**src/design/vbe_pkg.sv**
```systemverilog
// Shared types, constants and the microcode table of the varint byte encoder.
package vbe_pkg;

  // Field widths
  localparam int unsigned ValueW = 64;
  localparam int unsigned ByteW  = 8;
  localparam int unsigned StepW  = 2;

  typedef logic [StepW-1:0] step_t;

  // Program addresses
  localparam step_t STEP_IDLE   = 2'd0;
  localparam step_t STEP_GRP7   = 2'd1;
  localparam step_t STEP_FIRST6 = 2'd2;

  // Input command codes (carried on tuser)
  localparam logic CMD_UNSIGNED = 1'b0;
  localparam logic CMD_SIGNED   = 1'b1;

  // Micro-operations
  typedef enum logic [1:0] {
    OP_LOAD,    // wait for an input transfer, load the datapath
    OP_EMIT7,   // emit one 7-bit group, shift right by 7
    OP_EMIT6S   // emit sign plus low 6 bits, shift right by 6
  } op_e;

  // One control word: operation and the two jump targets
  typedef struct packed {
    op_e   op;
    step_t jmp_t;   // taken when the step's condition is true
    step_t jmp_f;   // taken otherwise
  } uword_t;

  // Strobes from the sequencer to the datapath
  typedef struct packed {
    logic load;
    logic emit7;
    logic emit6s;
  } ctl_t;

  // Conditions from the datapath to the sequencer
  typedef struct packed {
    logic more6;      // magnitude has bits above bit 5
    logic more7;      // value has bits above bit 6
    logic slot_free;  // output register can take a byte this cycle
  } stat_t;

  // Microcode ROM.
  // Idle: load, then branch on command. Group step loops while bits remain.
  function automatic uword_t ucode(step_t addr);
    uword_t w;
    case (addr)
      STEP_IDLE:   w = '{op: OP_LOAD,   jmp_t: STEP_FIRST6, jmp_f: STEP_GRP7};
      STEP_GRP7:   w = '{op: OP_EMIT7,  jmp_t: STEP_GRP7,   jmp_f: STEP_IDLE};
      STEP_FIRST6: w = '{op: OP_EMIT6S, jmp_t: STEP_GRP7,   jmp_f: STEP_IDLE};
      default:     w = '{op: OP_LOAD,   jmp_t: STEP_IDLE,   jmp_f: STEP_IDLE};
    endcase
    return w;
  endfunction

endpackage

```
**src/design/vbe_sequencer.sv**
```systemverilog
// Microcode sequencer: step counter, ROM fetch and conditional jumps.
module vbe_sequencer import vbe_pkg::*; (
  input  logic  clk_i,
  input  logic  rst_ni,
  input  logic  in_valid_i,
  input  logic  in_cmd_i,
  output logic  in_ready_o,
  input  stat_t stat_i,
  output ctl_t  ctl_o
);

  step_t  step_q, step_d;
  uword_t uw;

  // Decode the current control word and pick the next step
  always_comb begin
    uw         = ucode(step_q);
    ctl_o      = '0;
    in_ready_o = 1'b0;
    step_d     = step_q;
    case (uw.op)
      OP_LOAD: begin
        in_ready_o = 1'b1;
        if (in_valid_i) begin
          ctl_o.load = 1'b1;
          step_d     = (in_cmd_i == CMD_SIGNED) ? uw.jmp_t : uw.jmp_f;
        end
      end
      OP_EMIT7: begin
        if (stat_i.slot_free) begin
          ctl_o.emit7 = 1'b1;
          step_d      = stat_i.more7 ? uw.jmp_t : uw.jmp_f;
        end
      end
      OP_EMIT6S: begin
        if (stat_i.slot_free) begin
          ctl_o.emit6s = 1'b1;
          step_d       = stat_i.more6 ? uw.jmp_t : uw.jmp_f;
        end
      end
      default: begin
        step_d = STEP_IDLE;
      end
    endcase
  end

  // Step counter
  always_ff @(posedge clk_i or negedge rst_ni) begin
    if (!rst_ni) begin
      step_q <= STEP_IDLE;
    end else begin
      step_q <= step_d;
    end
  end

endmodule

```
**src/design/vbe_datapath.sv**
```systemverilog
// Datapath: magnitude shift register, sign flag and the output byte register.
module vbe_datapath import vbe_pkg::*; (
  input  logic              clk_i,
  input  logic              rst_ni,
  input  ctl_t              ctl_i,
  output stat_t             stat_o,
  input  logic [ValueW-1:0] in_value_i,
  input  logic              in_cmd_i,
  output logic              out_valid_o,
  input  logic              out_ready_i,
  output logic [ByteW-1:0]  out_byte_o,
  output logic              out_last_o
);

  logic [ValueW-1:0] val_q, val_d;
  logic              sign_q, sign_d;
  logic              ovalid_q, ovalid_d;
  logic [ByteW-1:0]  obyte_q, obyte_d;
  logic              olast_q, olast_d;
  logic              neg;

  assign neg = (in_cmd_i == CMD_SIGNED) && in_value_i[ValueW-1];

  assign stat_o.more6     = |val_q[ValueW-1:6];
  assign stat_o.more7     = |val_q[ValueW-1:7];
  assign stat_o.slot_free = !ovalid_q || out_ready_i;

  // Load, shift and fill the output register
  always_comb begin
    val_d    = val_q;
    sign_d   = sign_q;
    obyte_d  = obyte_q;
    olast_d  = olast_q;
    ovalid_d = ovalid_q && !out_ready_i;
    if (ctl_i.load) begin
      sign_d = neg;
      val_d  = neg ? (~in_value_i + ValueW'(1)) : in_value_i;
    end
    if (ctl_i.emit7) begin
      obyte_d  = {stat_o.more7, val_q[6:0]};
      olast_d  = !stat_o.more7;
      ovalid_d = 1'b1;
      val_d    = val_q >> 7;
    end
    if (ctl_i.emit6s) begin
      obyte_d  = {stat_o.more6, sign_q, val_q[5:0]};
      olast_d  = !stat_o.more6;
      ovalid_d = 1'b1;
      val_d    = val_q >> 6;
    end
  end

  // Control flag of the output register
  always_ff @(posedge clk_i or negedge rst_ni) begin
    if (!rst_ni) begin
      ovalid_q <= 1'b0;
    end else begin
      ovalid_q <= ovalid_d;
    end
  end

  // Payload registers
  always_ff @(posedge clk_i) begin
    val_q   <= val_d;
    sign_q  <= sign_d;
    obyte_q <= obyte_d;
    olast_q <= olast_d;
  end

  assign out_valid_o = ovalid_q;
  assign out_byte_o  = obyte_q;
  assign out_last_o  = olast_q;

endmodule

```
**src/design/varint_byte_encoder.sv**
```systemverilog
// Top level of the varint byte encoder.
// Takes one 64-bit value per input transfer and emits its varint encoding one
// byte per output transfer, least significant group first, with tlast on the
// final byte. tuser = 0 gives plain unsigned 7-bit groups; tuser = 1 reads the
// value as two's complement and gives sign-magnitude form (sign in bit 6 of
// the first byte). A value is loaded and then gives 1 to 10 bytes, which the
// output side can hold back; the pace is set by the microcode sequencer,
// which emits one byte per step into a single output register and loads the
// next value only after the last byte of the current one has been placed
// there.
module varint_byte_encoder import vbe_pkg::*; (
  input  logic              clk_i,
  input  logic              rst_ni,
  input  logic              s_axis_tvalid_i,
  output logic              s_axis_tready_o,
  input  logic [ValueW-1:0] s_axis_tdata_i,   // [63:0] value_bits
  input  logic              s_axis_tuser_i,   // [0] command
  output logic              m_axis_tvalid_o,
  input  logic              m_axis_tready_i,
  output logic [ByteW-1:0]  m_axis_tdata_o,   // [7:0] out_byte
  output logic              m_axis_tlast_o
);

  ctl_t  ctl;
  stat_t stat;

  // Program control
  vbe_sequencer u_seq (
    .clk_i      (clk_i),
    .rst_ni     (rst_ni),
    .in_valid_i (s_axis_tvalid_i),
    .in_cmd_i   (s_axis_tuser_i),
    .in_ready_o (s_axis_tready_o),
    .stat_i     (stat),
    .ctl_o      (ctl)
  );

  // Shift register and output byte
  vbe_datapath u_dp (
    .clk_i       (clk_i),
    .rst_ni      (rst_ni),
    .ctl_i       (ctl),
    .stat_o      (stat),
    .in_value_i  (s_axis_tdata_i),
    .in_cmd_i    (s_axis_tuser_i),
    .out_valid_o (m_axis_tvalid_o),
    .out_ready_i (m_axis_tready_i),
    .out_byte_o  (m_axis_tdata_o),
    .out_last_o  (m_axis_tlast_o)
  );

endmodule
```
**config.mk**
```make
export PLATFORM = sky130hd
export DESIGN_NAME = varint_byte_encoder
export DESIGN_NICKNAME = d
export VERILOG_FILES = /design/src/design/vbe_pkg.sv /design/src/design/vbe_sequencer.sv /design/src/design/vbe_datapath.sv /design/src/design/varint_byte_encoder.sv
export SDC_FILE = /design/constraint.sdc
export NUM_CORES = 1
export LEC_CHECK = 0
export ABC_AREA = 1
export BUFFER_PORTS_ARGS = -buffer_cell sky130_fd_sc_hd__buf_2
export CAP_MARGIN = 20
export CORE_ASPECT_RATIO = 0.8
export CORE_MARGIN = 2
export CORE_UTILIZATION = 33
export CTS_CLUSTER_SIZE = 25
export DETAILED_ROUTE_END_ITERATION = 12
export HOLD_SLACK_MARGIN = 0.1
export PLACE_DENSITY = 0.51
export SLEW_MARGIN = 20
export SYNTH_ARGS = -nofsm -noshare
export SYNTH_HDL_FRONTEND = slang
export SYNTH_SLANG_ARGS = --single-unit
```
**constraint.sdc**
```tcl
create_clock -name clk_i -period 4.2 [get_ports clk_i]
set_input_delay 0.21 -clock clk_i [delete_from_list [all_inputs] [get_ports clk_i]]
set_output_delay 0.21 -clock clk_i [all_outputs]
set_load 0.005 [all_outputs]
```
* Word level (Yosys, flattened, before mapping)
Index checks and enable logic that the tools add are counted.
** Operators by class
- Mux-type cells :: 24
- Add/subtract/negate cells :: 1
- Equal/unequal tests :: 7
- Bitwise logic cells :: 1
- Reduce and logical (&&, ||, !) cells :: 15
** Operators by type and width (count)
- $mux 58 :: 3
- $add 64x1->64 const B :: 1
- $mux 64 :: 1
- $not 64->64 :: 1
- $reduce_or 58->1 :: 1
- $reduce_or 57->1 :: 1
- $pmux 6 s3 :: 1
- $mux 8 :: 2
- $mux 2 :: 6
- $mux 1 :: 10
- $ne 2x2->1 const B :: 3
- $pmux 2 s3 :: 1
- $eq 2x1->1 const B :: 2
- $eq 2x2->1 const B :: 2
- $logic_not 1->1 :: 4
- $logic_not 2->1 :: 2
- $reduce_and 3->1 :: 1
- $reduce_bool 3->1 :: 1
- $logic_and 1x1->1 :: 2
- $reduce_bool 2->1 :: 1
- $reduce_or 2->1 :: 1
- $logic_or 1x1->1 :: 1
** Word-level totals
- Register bits after elaboration :: 77
- Output and inout port bits :: 11
- Input bits :: 69

* Depth between registers and ports, before layout
- Depth after elaboration :: 7
- Mapped depth :: 12
- Depth with buffers taken out :: 12

* By module
From an unflattened synthesis, not the netlist that was laid out.
** Unflattened totals
- Cell total of the unflattened synthesis :: 904
- Area, all modules :: 6150.9 um2
** Modules (own cells, without submodules)
- vbe_datapath :: cells an instance 863, times used 1, area an instance 5908.2 um2, seq. area each 2187.1 um2
- vbe_sequencer :: cells an instance 41, times used 1, area an instance 242.7 um2, seq. area each 50.0 um2

* Worst setup path before layout
OpenSTA, ideal clock, no wires.
- Kind :: register -> register
- From :: register u_seq.step_q[0]
- To :: register u_dp.val_q[0] (enable)
- Stages on the path, launching flop included :: 7
- Path slack :: 1250 ps
- Required time :: 3783 ps
- Arrival :: 2533 ps
- Clock period less this slack :: 2950 ps
- Cells stage by stage :: dfrtp_1 -> inv_1 -> ha_1 -> nor2_1 -> clkbuf_1 -> inv_1 -> nand2_1
** RTL lines
- from (decl) :: line vbe_sequencer.sv:12 : step_t step_q, step_d;
- from (signal assigned) :: line vbe_sequencer.sv:52 : step_q <= step_d;
- to (signal assigned) :: line vbe_datapath.sv:64 : val_q <= val_d;
- to (decl) :: line vbe_datapath.sv:15 : logic [ValueW-1:0] val_q, val_d;

* Final worst setup path
- From :: register u_seq.step_q[1]
- To :: register u_dp.val_q[0], data pin
** On the way
- Word-level cells in the longest chain between the ends :: 6
- Elaborated cells on any way between the ends :: 10
- Those cells by class :: eq/ne (4); mux (5); reduce/logical (1)
** RTL lines
- $eq 2x2->1 (tied with other cells) :: line vbe_pkg.sv:52 : case (addr)
- $pmux 6 s3 * :: line vbe_pkg.sv:52
- $eq 2x1->1 :: line vbe_sequencer.sv:21 : case (uw.op)
- $mux 1 :: line vbe_sequencer.sv:21
- $mux 58 :: line vbe_datapath.sv:39 : if (ctl_i.emit7) begin
- $mux 58 * :: line vbe_datapath.sv:45 : if (ctl_i.emit6s) begin
- via u_dp.val_d[0] :: line vbe_datapath.sv:15
Mark *: on every way through the listed nets, which the timed path passes. The rest lies on a longest branch.
A chain may end at the register's enable or synchronous reset.

==> run summary <==
outcome: completed
wire length of the first global-routing pass: 35.1 mm
final max-slew violation count: 0
setup violation total in the final timing report: 0
pin count of the biggest net entering global routing: 55
max-cap check violation count: 0
required time worst endpoint: 4260 ps
fraction of the yosys area taken by sequential cells: 0.348
standard-cell rows: 45
overall fraction of global-route tracks in use: 0.225
switching component of the power: 1.94 mW
post-placement cell area: 0.00708 mm^2
least setup slack across all paths after layout: 1540 ps
signal arrival time at the worst endpoint: 2730 ps
cells along the critical path: inv_1 -> ha_1 -> inv_1 -> nor2_2 -> buf_4 -> inv_2 -> buf_4 -> a21oi_1 -> o21ai_0 -> o21ai_0
number of buffers and inverters on the critical path: 5
post-synthesis cell count: 1,020
R2R Path End: u_dp.val_q[0]
highest-count cells in the layout ignoring fill and taps: 368 x nand2_1, 168 x nor2_1, 85 x nand3_1, 85 x inv_1, 79 x buf_2
horizontal die dimension: 160 um
Root Driver: clkbuf_16
internal power summed over all cells: 2.47 mW
Crit. End Element: register
RSZ-0062 raised after global routing: no
most common library cell in the layout ignoring fill and taps: nand2_1
Final Cycle Share: 0.634
prevailing post-synth register cell: edfxtp_1
Final Hold Slack: 155 ps
fillcell total: 2,126
family of cells with the greatest summed delay on the critical path: buffers and inverters
number of detailed-routing iterations run before antenna repair: 6
FF-to-FF setup slack: 1540 ps
via count of the first global-routing pass: 5,975
routed length per instance: 16.9 um
global route overflow: 0
R2R depth: 10
critical-path cell with the highest stage delay: inv_2
source of the critical timing path: u_seq.step_q[1]
initial antenna violation count: 0
number of antenna diodes: 0
critical path peak fanout: 39
layout cells sized above 1: 0.133
Final Instance Area: 0.00740 mm^2
TritonCTS buffer count: 9
power per cell area: 596 mW/mm^2
total via count in the routed design: 6,711
Resized Gates After CTS: 0
number of synthesized register bits: 77
Total Routed Length: 22.8 mm
CTS Hold Buffers Added: 1
CTS tree: yes
part of the power in registers: 0.396
switching part of the total: 0.440
Critical Path Stages: 10
Synth-to-Final Area Change: 15.2%
hold violation total from the final report: 0
syn_nets: 1,094
fraction of power consumed by the clock network: 0.186
number of buffers on the longest clock path: 2
post-CTS setup buffer count: 0
Placeable Area: 0.0190 mm^2
number of remaining DRC errors: 0
share of the core filled with cells in the final layout: 0.389
slew at the pin with the worst max-slew slack: 883 ps
logic gate share of total power: 0.419
combined area of all synthesized cells: 0.00642 mm^2
worst stage delay on the critical path: 560 ps
routed vias/inst: 4.96
clock insertion delay at the later pin of the skew report: 350 ps
unique cell type count in the Yosys netlist: 36
total power after layout: 4.41 mW
number of design-rule violations left by the first detailed-router iteration: 688
Placer Congestion: 0.957
largest voltage drop on the vdd net: 0.000240 V
count of pins on the block boundary: 80
post-layout minimum cycle time: 2660 ps
path type of the worst min-delay path: in2reg
achievable frequency: 375 MHz
Setup crit end: u_dp.val_q[0]
initial standard-cell utilization of the core: 0.338
die height: 129 um
worst max-slew margin expressed relative to the limit: 0.410
FF-to-FF Start: u_seq.step_q[1]
clock skew: 8.68 ps
number of H-tree levels: 3
placed insts: 1,335
Final TNS setup: 0 ps
number of input and output port buffers inserted: 79
number of standard cells in the layout, taps in and fillers out: 1,352
NumNets Final: 1,163
half-perimeter wire length of the detailed placement result: 18.0 mm
floorplan die area: 0.0206 mm^2
FFs w/ async S/R, synth: 0.0390
path type of the worst setup path: reg2reg
synthesized area per cell: 6.30 um^2
setup slack at placement: 1480 ps
Leakage Power: 3.22 nW
number of enable flip-flop cells after synthesis: 68
clock edge transition at the registers on the reported setup and hold paths: 70 ps
Critical Path Start Type: register
Sinks on Clock Net: 77
number of nets with antenna violations after routing: 0
total of warnings raised by yosys: 0
routing by layer:
metal	global-route usage	wire length (um)	up-vias	share of wire
met5	0	0	-	0
met1	0.369	12300	3034	0.54
met2	0.305	8860	218	0.39
met4	0.0583	339	0	0.015
li1	-	-	3437	-
met3	0.0239	1370	22	0.060
worst register-to-register path, cell delays in order (launching register included):
cell	delay (ps)
dfrtp_1	400
inv_1	80
ha_1	250
inv_1	90
nor2_2	40
buf_4	210
inv_2	570
buf_4	440
a21oi_1	110
o21ai_0	100
o21ai_0	90
power groups by stage:
stage / sequential (mW) / clock [mW] / combinational, mW
3_3_place_gp: 1.76 / 0 / 1.84
4_1_cts: 1.74 / 0.829 / 1.84
6_report: 1.74 / 0.818 / 1.85
2_1_floorplan: 1.66 / 0 / 1.23
5_1_grt: 1.79 / 0.858 / 2.09
3_5_place_dp: 1.75 / 0 / 1.83
flip-flops by register name (all words and copies together), names as in the netlist:
name / count
u_dp.out_byte_o: 8
u_dp.val_q: 64
u_dp.out_last_o: 1
u_seq.step_q: 2
u_dp.sign_q: 1
u_dp.out_valid_o: 1
logic make-up after synthesis:
logic type	count (synthesis)	share of synthesized area
AND/OR/NAND/NOR	673	0.438
AO/OA/AOI/OAI	133	0.114
adder cells (fa/ha/maj)	5	0.00974
flip-flops	77	0.348
XOR/XNOR	12	0.0164
buffers and inverters	120	0.0734
cell usage after synthesis, types with 8 or more instances:
cell type,number,area share
nand2_1,369,0.22
nor2_1,169,0.099
inv_1,86,0.050
nand3_1,85,0.066
o21ai_0,78,0.061
edfxtp_1,68,0.32
a21oi_1,24,0.019
clkbuf_1,17,0.0099
o21ai_1,13,0.010
nor2_2,12,0.012
buf_2,11,0.0086
nand4_1,10,0.0097
nand3_2,8,0.012
worst min-delay path by stage:
stage / start / to / slack [ps] / depth (start not counted)
floorplan: rst_ni / u_dp.out_valid_o / -90 / 0
global placement: rst_ni / u_seq.step_q[0] / 10 / 1
finish: s_axis_tdata_i[63] / u_dp.val_q[63] / 160 / 3
detailed placement: rst_ni / u_seq.step_q[0] / 10 / 1
global route: s_axis_tdata_i[63] / u_dp.val_q[63] / 170 / 3
CTS: s_axis_tdata_i[63] / u_dp.val_q[63] / 150 / 3
layout make-up:
type                            instances  area (um^2)  share of cell area
Sequential cell                        77         2240               0.302
Clock buffer                            9          225              0.0304
Multi-Input combinational cell        823         3730               0.504
Timing Repair Buffer                   89          473              0.0639
Tap cell                              258          323              0.0436
Inverter                               89          334              0.0452
Clock inverter                          7         80.1              0.0108
Power figures use the tool's default switching activity.
